**src/rtl/core/fbfc_pkg.sv**
```systemverilog
// ----------------------------------------------------------------------------
// fbfc_pkg
// Shared constants for the five-byte number converter.
// ----------------------------------------------------------------------------
package fbfc_pkg;
    localparam int PACKED_W = 40;
    localparam int DOUBLE_W = 64;
    localparam int STATUS_W = 2;

    localparam logic [STATUS_W-1:0] ST_OK        = 2'd0;
    localparam logic [STATUS_W-1:0] ST_TOO_BIG   = 2'd1;
    localparam logic [STATUS_W-1:0] ST_TOO_SMALL = 2'd2;
    localparam logic [STATUS_W-1:0] ST_NOT_FIN   = 2'd3;

    localparam logic MODE_DECODE = 1'b0;
    localparam logic MODE_ENCODE = 1'b1;
endpackage

```
**src/rtl/core/fbfc_decode.sv**
```systemverilog
// ----------------------------------------------------------------------------
// fbfc_decode
// Five-byte number to double bit pattern, combinational.
// ----------------------------------------------------------------------------
module fbfc_decode
    import fbfc_pkg::*;
(
    input  logic [PACKED_W-1:0] packed_in,
    output logic [DOUBLE_W-1:0] double_out
);
    logic [7:0]  b0, b1, b2, b3, b4;
    logic [15:0] v;
    logic [16:0] mag;
    logic        is_int;
    logic        neg;
    logic [4:0]  t;
    logic [51:0] frac;
    logic [10:0] ex;

    always_comb
    begin
        b0 = packed_in[7:0];
        b1 = packed_in[15:8];
        b2 = packed_in[23:16];
        b3 = packed_in[31:24];
        b4 = packed_in[39:32];
        v  = {b3, b2};
        is_int = (b0 == 8'h00) && (b1 == 8'h00 || b1 == 8'hFF) && (b4 == 8'h00);
        neg = (b1 != 8'h00);
        mag = neg ? (17'd65536 - {1'b0, v}) : {1'b0, v};
        t = 5'd0;
        for (int i = 1; i < 17; i++)
        begin
            if (mag[i])
                t = 5'(i);
        end
        frac = 52'({35'd0, mag} << (7'd52 - {2'd0, t}));
        ex = 11'({3'd0, b0} + 11'd894);
        if (is_int)
        begin
            if (mag == 17'd0)
                double_out = '0;
            else
                double_out = {neg, 11'(11'd1023 + {6'd0, t}), frac};
        end
        else
        begin
            double_out = {b1[7], ex, b1[6:0], b2, b3, b4, 21'd0};
        end
    end
endmodule

```
**src/rtl/core/fbfc_encode.sv**
```systemverilog
// ----------------------------------------------------------------------------
// fbfc_encode
// Double bit pattern to five-byte number with status, combinational.
// ----------------------------------------------------------------------------
module fbfc_encode
    import fbfc_pkg::*;
(
    input  logic [DOUBLE_W-1:0] double_in,
    output logic [PACKED_W-1:0] packed_out,
    output logic [STATUS_W-1:0] status
);
    logic        sign;
    logic [10:0] ex;
    logic [51:0] frac;
    logic [52:0] sig;
    logic [5:0]  t;
    logic [6:0]  sh;
    logic [52:0] lowmask;
    logic [16:0] imag;
    logic [15:0] ilow;
    logic [52:0] norm;
    logic [32:0] m;
    logic        rbit, sticky;
    logic signed [12:0] e;

    always_comb
    begin
        sign = double_in[63];
        ex   = double_in[62:52];
        frac = double_in[51:0];
        sig  = (ex == 11'd0) ? {1'b0, frac} : {1'b1, frac};
        sh   = 7'd52 - 7'(ex - 11'd1023);
        lowmask = (53'd1 << sh) - 53'd1;
        imag = 17'({1'b1, frac} >> sh);
        ilow = sign ? 16'(17'd65536 - imag) : imag[15:0];
        t = 6'd0;
        for (int i = 1; i < 53; i++)
        begin
            if (sig[i])
                t = 6'(i);
        end
        // normalise so the leading one sits at bit 52
        norm = sig << (6'd52 - t);
        m = {1'b0, norm[52:21]};
        rbit = norm[20];
        sticky = |norm[19:0];
        if (rbit && (sticky || m[0]))
            m = m + 33'd1;
        if (ex == 11'd0)
            e = 13'sd0 + $signed({7'd0, t}) - 13'sd1073;
        else
            e = $signed({2'd0, ex}) + $signed({7'd0, t}) - 13'sd1074;
        if (m[32])
        begin
            m = m >> 1;
            e = e + 13'sd1;
        end
        packed_out = '0;
        status = ST_OK;
        if (ex == 11'h7FF)
            status = ST_NOT_FIN;
        else if (ex == 11'd0 && frac == 52'd0)
            status = ST_OK;
        else if (ex >= 11'd1023 && ex <= 11'd1038 && (sig & lowmask) == 53'd0)
            packed_out = {8'd0, ilow, (sign ? 8'hFF : 8'h00), 8'd0};
        else if (e > 13'sd127)
            status = ST_TOO_BIG;
        else if (e < -13'sd127)
            status = ST_TOO_SMALL;
        else
            packed_out = {m[7:0], m[15:8], m[23:16], sign, m[30:24],
                          8'(e + 13'sd128)};
    end
endmodule

```
**src/rtl/core/five_byte_float_converter.sv**
```systemverilog
// ----------------------------------------------------------------------------
// five_byte_float_converter
// Converts between IEEE doubles and the five-byte BASIC number format.
// ----------------------------------------------------------------------------
// Input channel: valid/ready with mode, packed_in and double_in. mode 0
// decodes packed_in into double_out; mode 1 encodes double_in into
// packed_out with status (0 ok, 1 too big, 2 too small, 3 not finite).
// Output channel: valid/ready with double_out, packed_out and status;
// fields not used by the mode read zero.
// The input is registered, the conversion is one combinational pass, and
// the result register feeds the output: a transaction goes from the input
// register to the result register, one per cycle while out_ready is high.
// When the receiver stalls, the result register holds and in_ready stays
// high while the input stage is empty or can move forward; both stages
// stall once full. Reset empties both stages.
// ----------------------------------------------------------------------------
module five_byte_float_converter
    import fbfc_pkg::*;
(
    input  logic                clk,
    input  logic                rst_n,
    input  logic                in_valid,
    output logic                in_ready,
    input  logic                mode,
    input  logic [PACKED_W-1:0] packed_in,
    input  logic [DOUBLE_W-1:0] double_in,
    output logic                out_valid,
    input  logic                out_ready,
    output logic [DOUBLE_W-1:0] double_out,
    output logic [PACKED_W-1:0] packed_out,
    output logic [STATUS_W-1:0] status
);
    logic                s1_valid_reg;
    logic                mode_reg;
    logic [PACKED_W-1:0] packed_reg;
    logic [DOUBLE_W-1:0] double_reg;
    logic                out_valid_reg;
    logic [DOUBLE_W-1:0] dout_reg;
    logic [PACKED_W-1:0] pout_reg;
    logic [STATUS_W-1:0] status_reg;
    logic [DOUBLE_W-1:0] dec_d;
    logic [PACKED_W-1:0] enc_p;
    logic [STATUS_W-1:0] enc_s;
    logic                s2_load;

    fbfc_decode u_dec (.packed_in(packed_reg), .double_out(dec_d));
    fbfc_encode u_enc (.double_in(double_reg), .packed_out(enc_p), .status(enc_s));

    assign s2_load  = s1_valid_reg && (!out_valid_reg || out_ready);
    assign in_ready = !s1_valid_reg || s2_load;

    always_ff @(posedge clk or negedge rst_n)
    begin
        if (!rst_n)
        begin
            s1_valid_reg  <= 1'b0;
            out_valid_reg <= 1'b0;
        end
        else
        begin
            if (in_ready)
                s1_valid_reg <= in_valid;
            if (s2_load)
                out_valid_reg <= 1'b1;
            else if (out_ready)
                out_valid_reg <= 1'b0;
        end
    end

    always_ff @(posedge clk)
    begin
        if (in_ready && in_valid)
        begin
            mode_reg   <= mode;
            packed_reg <= packed_in;
            double_reg <= double_in;
        end
        if (s2_load)
        begin
            if (mode_reg == MODE_ENCODE)
            begin
                dout_reg   <= '0;
                pout_reg   <= enc_p;
                status_reg <= enc_s;
            end
            else
            begin
                dout_reg   <= dec_d;
                pout_reg   <= '0;
                status_reg <= ST_OK;
            end
        end
    end

    assign out_valid  = out_valid_reg;
    assign double_out = dout_reg;
    assign packed_out = pout_reg;
    assign status     = status_reg;
endmodule
```
**config.mk**
```make
export PLATFORM = sky130hd
export DESIGN_NAME = five_byte_float_converter
export DESIGN_NICKNAME = d
export VERILOG_FILES = /design/src/rtl/core/fbfc_pkg.sv /design/src/rtl/core/fbfc_decode.sv /design/src/rtl/core/fbfc_encode.sv /design/src/rtl/core/five_byte_float_converter.sv
export SDC_FILE = /design/constraint.sdc
export NUM_CORES = 1
export LEC_CHECK = 0
export ABC_AREA = 1
export BUFFER_PORTS_ARGS = -buffer_cell sky130_fd_sc_hd__buf_4
export CAP_MARGIN = 5
export CORE_ASPECT_RATIO = 1.75
export CORE_MARGIN = 1
export CORE_UTILIZATION = 30
export DETAILED_ROUTE_END_ITERATION = 16
export PLACE_DENSITY = 0.44
export SLEW_MARGIN = 10
export SYNTH_ARGS = -nofsm -noshare
export SYNTH_HDL_FRONTEND = slang
export SYNTH_SLANG_ARGS = --single-unit
```
**constraint.sdc**
```tcl
create_clock -name clk -period 8.7 [get_ports clk]
set_input_delay 1.305 -clock clk [delete_from_list [all_inputs] [get_ports clk]]
set_output_delay 1.305 -clock clk [all_outputs]
set_load 0.01 [all_outputs]
```
==> results by group, run 1 <==
Cells and area
  – Fillers: 7684
  – Layout Nets: 3591
  – Area grow syn2layout: 17.68%
  – Post-route cell area: 0.02449 mm^2
  – Final Core Density: 35.68%
  – Layout cell share with drive strength beyond 1: 11.63%

CTS
  – Clk_lat worst skew: 580 ps
  – Setup bufs post-CTS: 0
  – CTS tree: built
  – CTS buffer count: 24
  – Htree depth: 1
  – Root Driver: clkbuf_16
  – Clk slew on worst S/H paths: 60 ps
  – CTS max path bufs: 3
  – CTS sink count: 213
  – Post-CTS Resized: 0
  – Cts hold-fix bufs: 0

Global routing
  – Total grt overflow: 0
  – First-pass GRT wire length: 157600 um
  – Initial antenna violation count: 1
  – Gr usage total: 30.64%
  – Largest net degree at the start of global routing: 71
  – Vias in the first global route: 23840

Power
  – Switch share: 38.91%
  – Leakage: 0.01126 uW
  – Net switching power: 1432 uW
  – Power density over cell area: 150.2 mW/mm^2
  – Logic gate share of total power: 35.2%
  – Part of the power in registers: 36.0%
  – Peak VDD IR: 0.0001508 V
  – Total power: 3679 uW
  – Clock network fraction of total power: 28.8%
  – Int Power: 2248 uW

Worst setup path
  – CP max stage cell: edfxtp_1
  – Worst-path maximum fanout: 59
  – Slowest stage delay, CP: 460 ps
  – CP arrival: 8070 ps
  – CP endpoint kind: register
  – Startpoint Class: register
  – Kind of critical path: reg -> reg
  – Req. time, crit path: 8980 ps
  – Most frequent cell on the critical path: nand2_1

Synth
  – Yosys reg bits: 213
  – Top FF cell, synth: edfxtp_1
  – Part of the Yosys area used for sequential elements: 30.68%
  – Synth warnings: 0
  – Post-synth EDFFs: 211
  – Syn Inst Count: 3261
  – Area share of the largest cell type after synthesis: 30.44%
  – Synth Area per Inst: 6.383 um^2
  – Ranking of synthesized cells by area: edfxtp_1, nand2_1, nand3_1, inv_1, nor2_1
  – Cell variety after synth: 66
  – Biggest area consumer among synthesized cells: edfxtp_1
  – Synthesized area: 0.02081 mm^2
  – Share of synthesized registers carrying an async set or reset: 0.9390%

Floorplanning
  – Die footprint: 0.07048 mm^2
  – Die height: 350.4 um
  – FP Rows: 127
  – Die Wd: 201.1 um
  – CORE AREA: 0.06865 mm^2
  – I/O pin count: 217
  – Initial Utilization: 30.32%

Run
  – Max_cap viols: 0

Status
  – Status: complete, no violations

Timing
  – Worst slew pin tran: 1241 ps
  – Tmin final: 7794 ps
  – Max Slew Vio Count: 0
  – Setup violators final: 0
  – Slew headroom: 16.42%
  – Max Clk Rate: 0.1283 GHz
  – Final Hold Viols: 0
  – Setup TNS: 0 ps
  – Period utilization: 89.59%
  – Unrepaired setup endpoints after global routing: no
  – Worst Clk Skew: 13.15 ps

Drt
  – Post-Route WL: 109500 um
  – Drt pass-1 iters: 6
  – Initial drt markers: 1875
  – Drt drc: 0
  – Routed wire per std cell: 24.96 um
  – Vias: 23680
  – Via density: 5.398
  – Post-route ant nets: 0

Place
  – Dpl cell area: 0.02370 mm^2
  – Post-DP HPWL: 90370 um
  – IO buf count: 216
  – GP Congestion: 1.083

Worst hold path
  – Type of the worst min-delay path: in -> async
-- cell usage in the layout, fill, tap and decap left out, types with 11 or more instances in the layout --
cell and n:
o21ai_0 200, nand2_1 906, nor3_1 70, or2_2 12
a21oi_1 126, nand4_1 69, ha_1 18, o211ai_1 18
nand3_1 486, xor2_1 45, mux2i_1 38, inv_2 15
inv_1 355, nor2_1 337, clkbuf_16 25, nor2_2 11
buf_4 291, xnor2_1 20, clkinv_1 14, o22ai_1 15
nor4_1 27, edfxtp_1 211, conb_1 22, o21ai_1 12
-- power by group through the flow --
stage | registers, uW | logic (uW) | clock network (uW)
2_1_floorplan | 1350 | 716 | 0
3_3_place_gp | 1350 | 1280 | 0
3_5_place_dp | 1350 | 1280 | 0
4_1_cts | 1330 | 1280 | 1100
5_1_grt | 1330 | 1400 | 1130
6_report | 1320 | 1300 | 1060
-- metrics by stage --
stage | cells | hold slack [ps] | setup slack (ps)
final | 4386 | 507.4 | 905.8
after global placement | 4340 | 493.1 | 895.6
after global routing | 4386 | 483.7 | 194.3
after detailed placement | 4340 | 523.3 | 1052
after floorplan | 3281 | 447.1 | 1637
after CTS | 4384 | 468.4 | 1009
-- Yosys cell counts (3+ instances only) --
master	count
nor3_1	70
buf_6	10
nor2_4	9
and3_1	4
a21o_1	4
xor2_1	47
ha_1	18
a32o_1	3
o221ai_1	5
mux2i_1	38
nand3_1	486
buf_2	14
buf_1	23
nand2_4	4
nor2_2	11
o21ai_1	12
a22oi_1	4
o21ai_0	200
nand3_2	4
nor4b_1	5
o22ai_1	15
o211ai_1	18
nand2_1	907
o31ai_1	5
or2_2	12
xnor2_1	20
a32oi_1	3
a31oi_1	7
a21oi_1	127
clkinv_1	6
nand2_2	6
a22o_1	5
inv_2	15
inv_1	356
a211oi_1	6
a221oi_1	4
edfxtp_1	211
o2111ai_1	6
buf_4	17
nor2_1	337
nand4_1	69
nand3b_1	6
clkbuf_1	77
nor4_1	27
-- critical path, delay by kind of cell, from the launching register on --
kind | cells | cell delay (ps)
DFF | 1 | 460
xor gates and xnor gates | 2 | 590
adders and majority gates | 2 | 470
and+or+nand+nor | 60 | 4840
AOI/OAI and AO/OA | 3 | 250
buffers and inverters | 6 | 860
-- layer usage --
layer | vias to the layer above | wire, um | track usage [%]
met3 | 342 | 4728 | 4.152
met5 | - | 0 | 0
met2 | 873 | 57930 | 58.92
met1 | 11130 | 34950 | 27.21
met4 | 0 | 11850 | 28.90
li1 | 11330 | - | -
-- kinds of logic (layout without fill, tap and decap cells) --
logic type               Yosys count  after routing  share of synthesized area [%]
AND/OR/NAND/NOR                 1965           1965                          41.45
buffers and inverters            521            721                          10.21
AO/OA/AOI/OAI                    436            436                          11.80
flip-flops                       213            213                          30.68
XOR/XNOR                          67             67                          2.819
multiplexers                      38             38                          1.827
adder cells (fa/ha/maj)           19             19                          1.178
other                              2             24                        0.03608
-- path summary, 6_finish.rpt --
kind                            depth (start not counted)                     start  slack (ps)                            to
min in group clk                                        2  s1_valid_reg$_DFFE_PN0N_         540         out_valid$_DFFE_PN0P_
max in group asynchronous                               1                     rst_n        8100         out_valid$_DFFE_PN0P_
worst max register to register                         73   double_reg[2]$_DFFE_PP_         910  packed_out[16]$_SDFFCE_PP0P_
worst min register to register                          2  s1_valid_reg$_DFFE_PN0N_         540         out_valid$_DFFE_PN0P_
worst min-delay path                                    1                     rst_n         510      s1_valid_reg$_DFFE_PN0N_
worst max-delay path                                   73   double_reg[2]$_DFFE_PP_         910  packed_out[16]$_SDFFCE_PP0P_
-- final cells by class --
type,instances,area [um^2],share of cell area (%)
multi-input cells,2547,12420,50.70
flip-flops and latches,213,6386,26.07
repair buffers,299,2345,9.573
inverters,378,1424,5.813
well taps,903,1130,4.613
clock buffers,28,636.9,2.600
clock inverters,16,148.9,0.6079
diodes,2,5.005,0.02043
Power figures use the tool's default switching activity.
==> run 2: changes to the inputs <==
--- a/config.mk
+++ b/config.mk
@@ -16,4 +16,5 @@
 export SLEW_MARGIN = 10
 export SYNTH_ARGS = -nofsm -noshare
 export SYNTH_HDL_FRONTEND = slang
+export SYNTH_HIERARCHICAL = 1
 export SYNTH_SLANG_ARGS = --single-unit
==> run 2 against run 1 <==
Net effect: via count fell by 0.75%; register-to-register slack got worse by 160 ps; critical endpoint is now packed_out[27]$_SDFFCE_PN0P_; maximum frequency is 2.0% lower; clock skew increased by 6.7 ps; synthesized area grew 3.3%; sequential share of layout area decreased by 0.56 points; critical path depth is 40 lower; clock-buffer cell count rose by 5; first-iteration DRC count down 19%; power decreased by 6.5%; synthesized cell count rose by 1.5%; hold slack hardly changed.
==> results by group, run 2 <==
Drt
  – Via density: 5.310 (-1.6%)
  – Post-route ant nets: 0 (unchanged)
  – Drt pass-1 iters: 8 (+2)
  – Routed wire per std cell: 25.32 um (+1.4%)
  – Drt drc: 0 (unchanged)
  – Initial drt markers: 1511 (-19%)
  – Post-Route WL: 112000 um (+2.3%)
  – Vias: 23500 (-0.75%)

CTS
  – CTS tree: built
  – Cts hold-fix bufs: 0 (unchanged)
  – Clk_lat worst skew: 590 ps (about the same)
  – Root Driver: clkbuf_16
  – Clk slew on worst S/H paths: 60 ps (about the same)
  – Htree depth: 1 (unchanged)
  – CTS buffer count: 24 (unchanged)
  – CTS max path bufs: 3 (unchanged)
  – CTS sink count: 213 (unchanged)

Worst setup path
  – Worst R2R Start: double_reg[54]$_DFFE_PP_
  – Req. time, crit path: 9030 ps (+50 ps)
  – Flop-to-flop setup slack: 750 ps (-160 ps)
  – CP endpoint kind: register
  – Top delay family on crit path: simple AND/OR/NAND/NOR gates
  – Worst-path maximum fanout: 15 (-75%)
  – CP max stage cell: a21oi_1
  – Kind of critical path: reg -> reg
  – Slowest stage delay, CP: 700 ps (+240 ps)
  – Startpoint Class: register
  – Most frequent cell on the critical path: buf_4
  – CP arrival: 8280 ps (+210 ps)
  – Buf/Inv on CP: 11 (+5)
  – Worst Setup SP: double_reg[54]$_DFFE_PP_

Synth
  – Part of the Yosys area used for sequential elements: 29.71% (-0.98 points)
  – Biggest area consumer among synthesized cells: edfxtp_1
  – Yosys reg bits: 213 (unchanged)
  – Most common cell in the netlist: nand2_1
  – Share of synthesized registers carrying an async set or reset: 0.9390% (unchanged)
  – Ranking of synthesized cells by area: edfxtp_1, nand2_1, nand3_1, inv_1, nor2_1
  – Synth Area per Inst: 6.493 um^2 (+1.7%)
  – Cell variety after synth: 77 (+17%)
  – Post-synth EDFFs: 211 (unchanged)
  – Syn Inst Count: 3311 (+1.5%)
  – Area share of the largest cell type after synthesis: 29.47% (-0.97 points)
  – Synth cell count leaders: nand2_1, nand3_1, inv_1
  – Synthesized area: 0.02150 mm^2 (+3.3%)
  – Top FF cell, synth: edfxtp_1
  – Synth warnings: 6 (+6)

Power
  – Power density over cell area: 137.4 mW/mm^2 (-8.5%)
  – Peak VDD IR: 0.0001473 V (-2.3%)
  – Leakage: 0.01183 uW (+5.1%)

Run
  – Max_cap viols: 0 (unchanged)

Cells and area
  – Final Core Density: 35.33% (-0.35 points)
  – Layout Nets: 3635 (+1.2%)
  – Most common cell after layout, fill and taps aside: nand2_1
  – Most frequent cells in the layout: nand2_1, nand3_1, inv_1, nor2_1, buf_4
  – Register area: 0.006386 mm^2 (unchanged)
  – Multi-input gate area: 0.01263 mm^2 (+1.7%)
  – Layout cell share with drive strength beyond 1: 13.37% (+1.7 points)
  – Area grow syn2layout: 16.45%
  – Fillers: 7847 (+2.1%)

Floorplanning
  – Die height: 356.1 um (+1.6%)
  – Die footprint: 0.07277 mm^2 (+3.3%)
  – FP Rows: 129 (+1.6%)
  – Die Wd: 204.4 um (+1.6%)
  – Initial Utilization: 30.34% (about the same)
  – I/O pin count: 217 (unchanged)
  – CORE AREA: 0.07086 mm^2 (+3.2%)

Worst hold path
  – Type of the worst min-delay path: in -> async

Timing
  – Max Clk Rate: 0.1258 GHz (-2.0%)
  – Setup TNS: 0 ps (unchanged)
  – Unrepaired setup endpoints after global routing: no
  – Worst Clk Skew: 19.88 ps (+6.728 ps)
  – Setup violators final: 0 (unchanged)
  – Period utilization: 91.38% (+1.8 points)
  – Slew headroom: 17.93% (+1.5 points)
  – Worst slew pin tran: 1218 ps (-22.32 ps)
  – Tmin final: 7950 ps (+156.2 ps)
  – Final Hold Viols: 0 (unchanged)
  – Max Slew Vio Count: 0 (unchanged)

Global routing
  – Largest net degree at the start of global routing: 61 (-14%)
  – Gr usage total: 30.31% (-0.32 points)
  – Total grt overflow: 0 (unchanged)
  – Vias in the first global route: 23540 (-1.3%)
  – Initial antenna violation count: 0 (-1)
  – First-pass GRT wire length: 158600 um (+0.66%)

Place
  – GP Congestion: 1.037 (-4.3%)
  – IO buf count: 216 (unchanged)
  – Post-DP HPWL: 92680 um (+2.6%)

Status
  – Status: complete, no violations
==> run 2: cell types whose count changed after synthesis, moves of 19 or more <==
cell	previous run	this run
a21oi_1	127	70
nand2_2	6	25
nor3_1	70	47
nand2_1	907	814
inv_1	356	421
nand3_1	486	564
==> run 2: path summary, 6_finish.rpt <==
| kind | end | cells past startpoint |
|---|---|---|
| worst min register to register | out_valid$_DFFE_PN0P_ | 2 |
| worst max-delay path | packed_out[27]$_SDFFCE_PN0P_ | 33 |
| worst min-delay path | s1_valid_reg$_DFFE_PN0P_ | 1 |
| min in group clk | out_valid$_DFFE_PN0P_ | 2 |
| worst max register to register | packed_out[27]$_SDFFCE_PN0P_ | 33 |
| max in group asynchronous | out_valid$_DFFE_PN0P_ | 1 |
==> run 2: power breakdown <==
part / switching, uW / internal [uW]
Sequential: 65.0 / 1220
Combinational: 773 / 352
Clock: 451 / 575
Total: 1290 / 2150
==> run 2: what timing repair did <==
action,4_1_cts,5_1_grt
buffers inserted,0,6
endpoints found under the setup margin,0,42
resized for setup,0,16
==> run 2: per-stage QoR <==
stage	cells	area (um^2)	setup slack [ps]	hold WS, ps	total power, uW
after floorplan	3331	21570	1637	447.2	1970
after global placement	4371	24110	500.5	497.3	2421
after detailed placement	4371	24110	678.9	523.8	2415
after CTS	4415	24880	617.1	460.1	3464
after global routing	4424	25030	7.701	470.2	3613
final	4425	25030	749.6	507.8	3439
==> run 2: kinds of logic after synthesis <==
group	count (synthesis)	share of synthesized area [%]
fa+ha+maj	37	2.188
compound gates	380	10.37
other cells	2	0.03494
mux	41	1.909
simple gates	1949	40.71
xor+xnor	67	2.835
buf+inv	622	12.25
flops	213	29.71
==> run 2: per-layer routing <==
layer	part of all wire (%)	global-route usage [%]	vias to the layer above
li1	-	-	11310
met1	32	27.18	10930
met2	53	57.73	959
met3	4.7	3.841	305
met4	11	28.13	2
met5	0.029	0.4630	-
==> run 2: final cells by class <==
cell class | count | area share [%]
Antenna cell | 1 | 0.009996
Tap cell | 917 | 4.583
Sequential cell | 213 | 25.51
Clock buffer | 33 | 2.534
Multi-Input combinational cell | 2497 | 50.47
Timing Repair inverter | 1 | 0.01999
Inverter | 447 | 6.768
Timing Repair Buffer | 305 | 9.582
Clock inverter | 11 | 0.5248
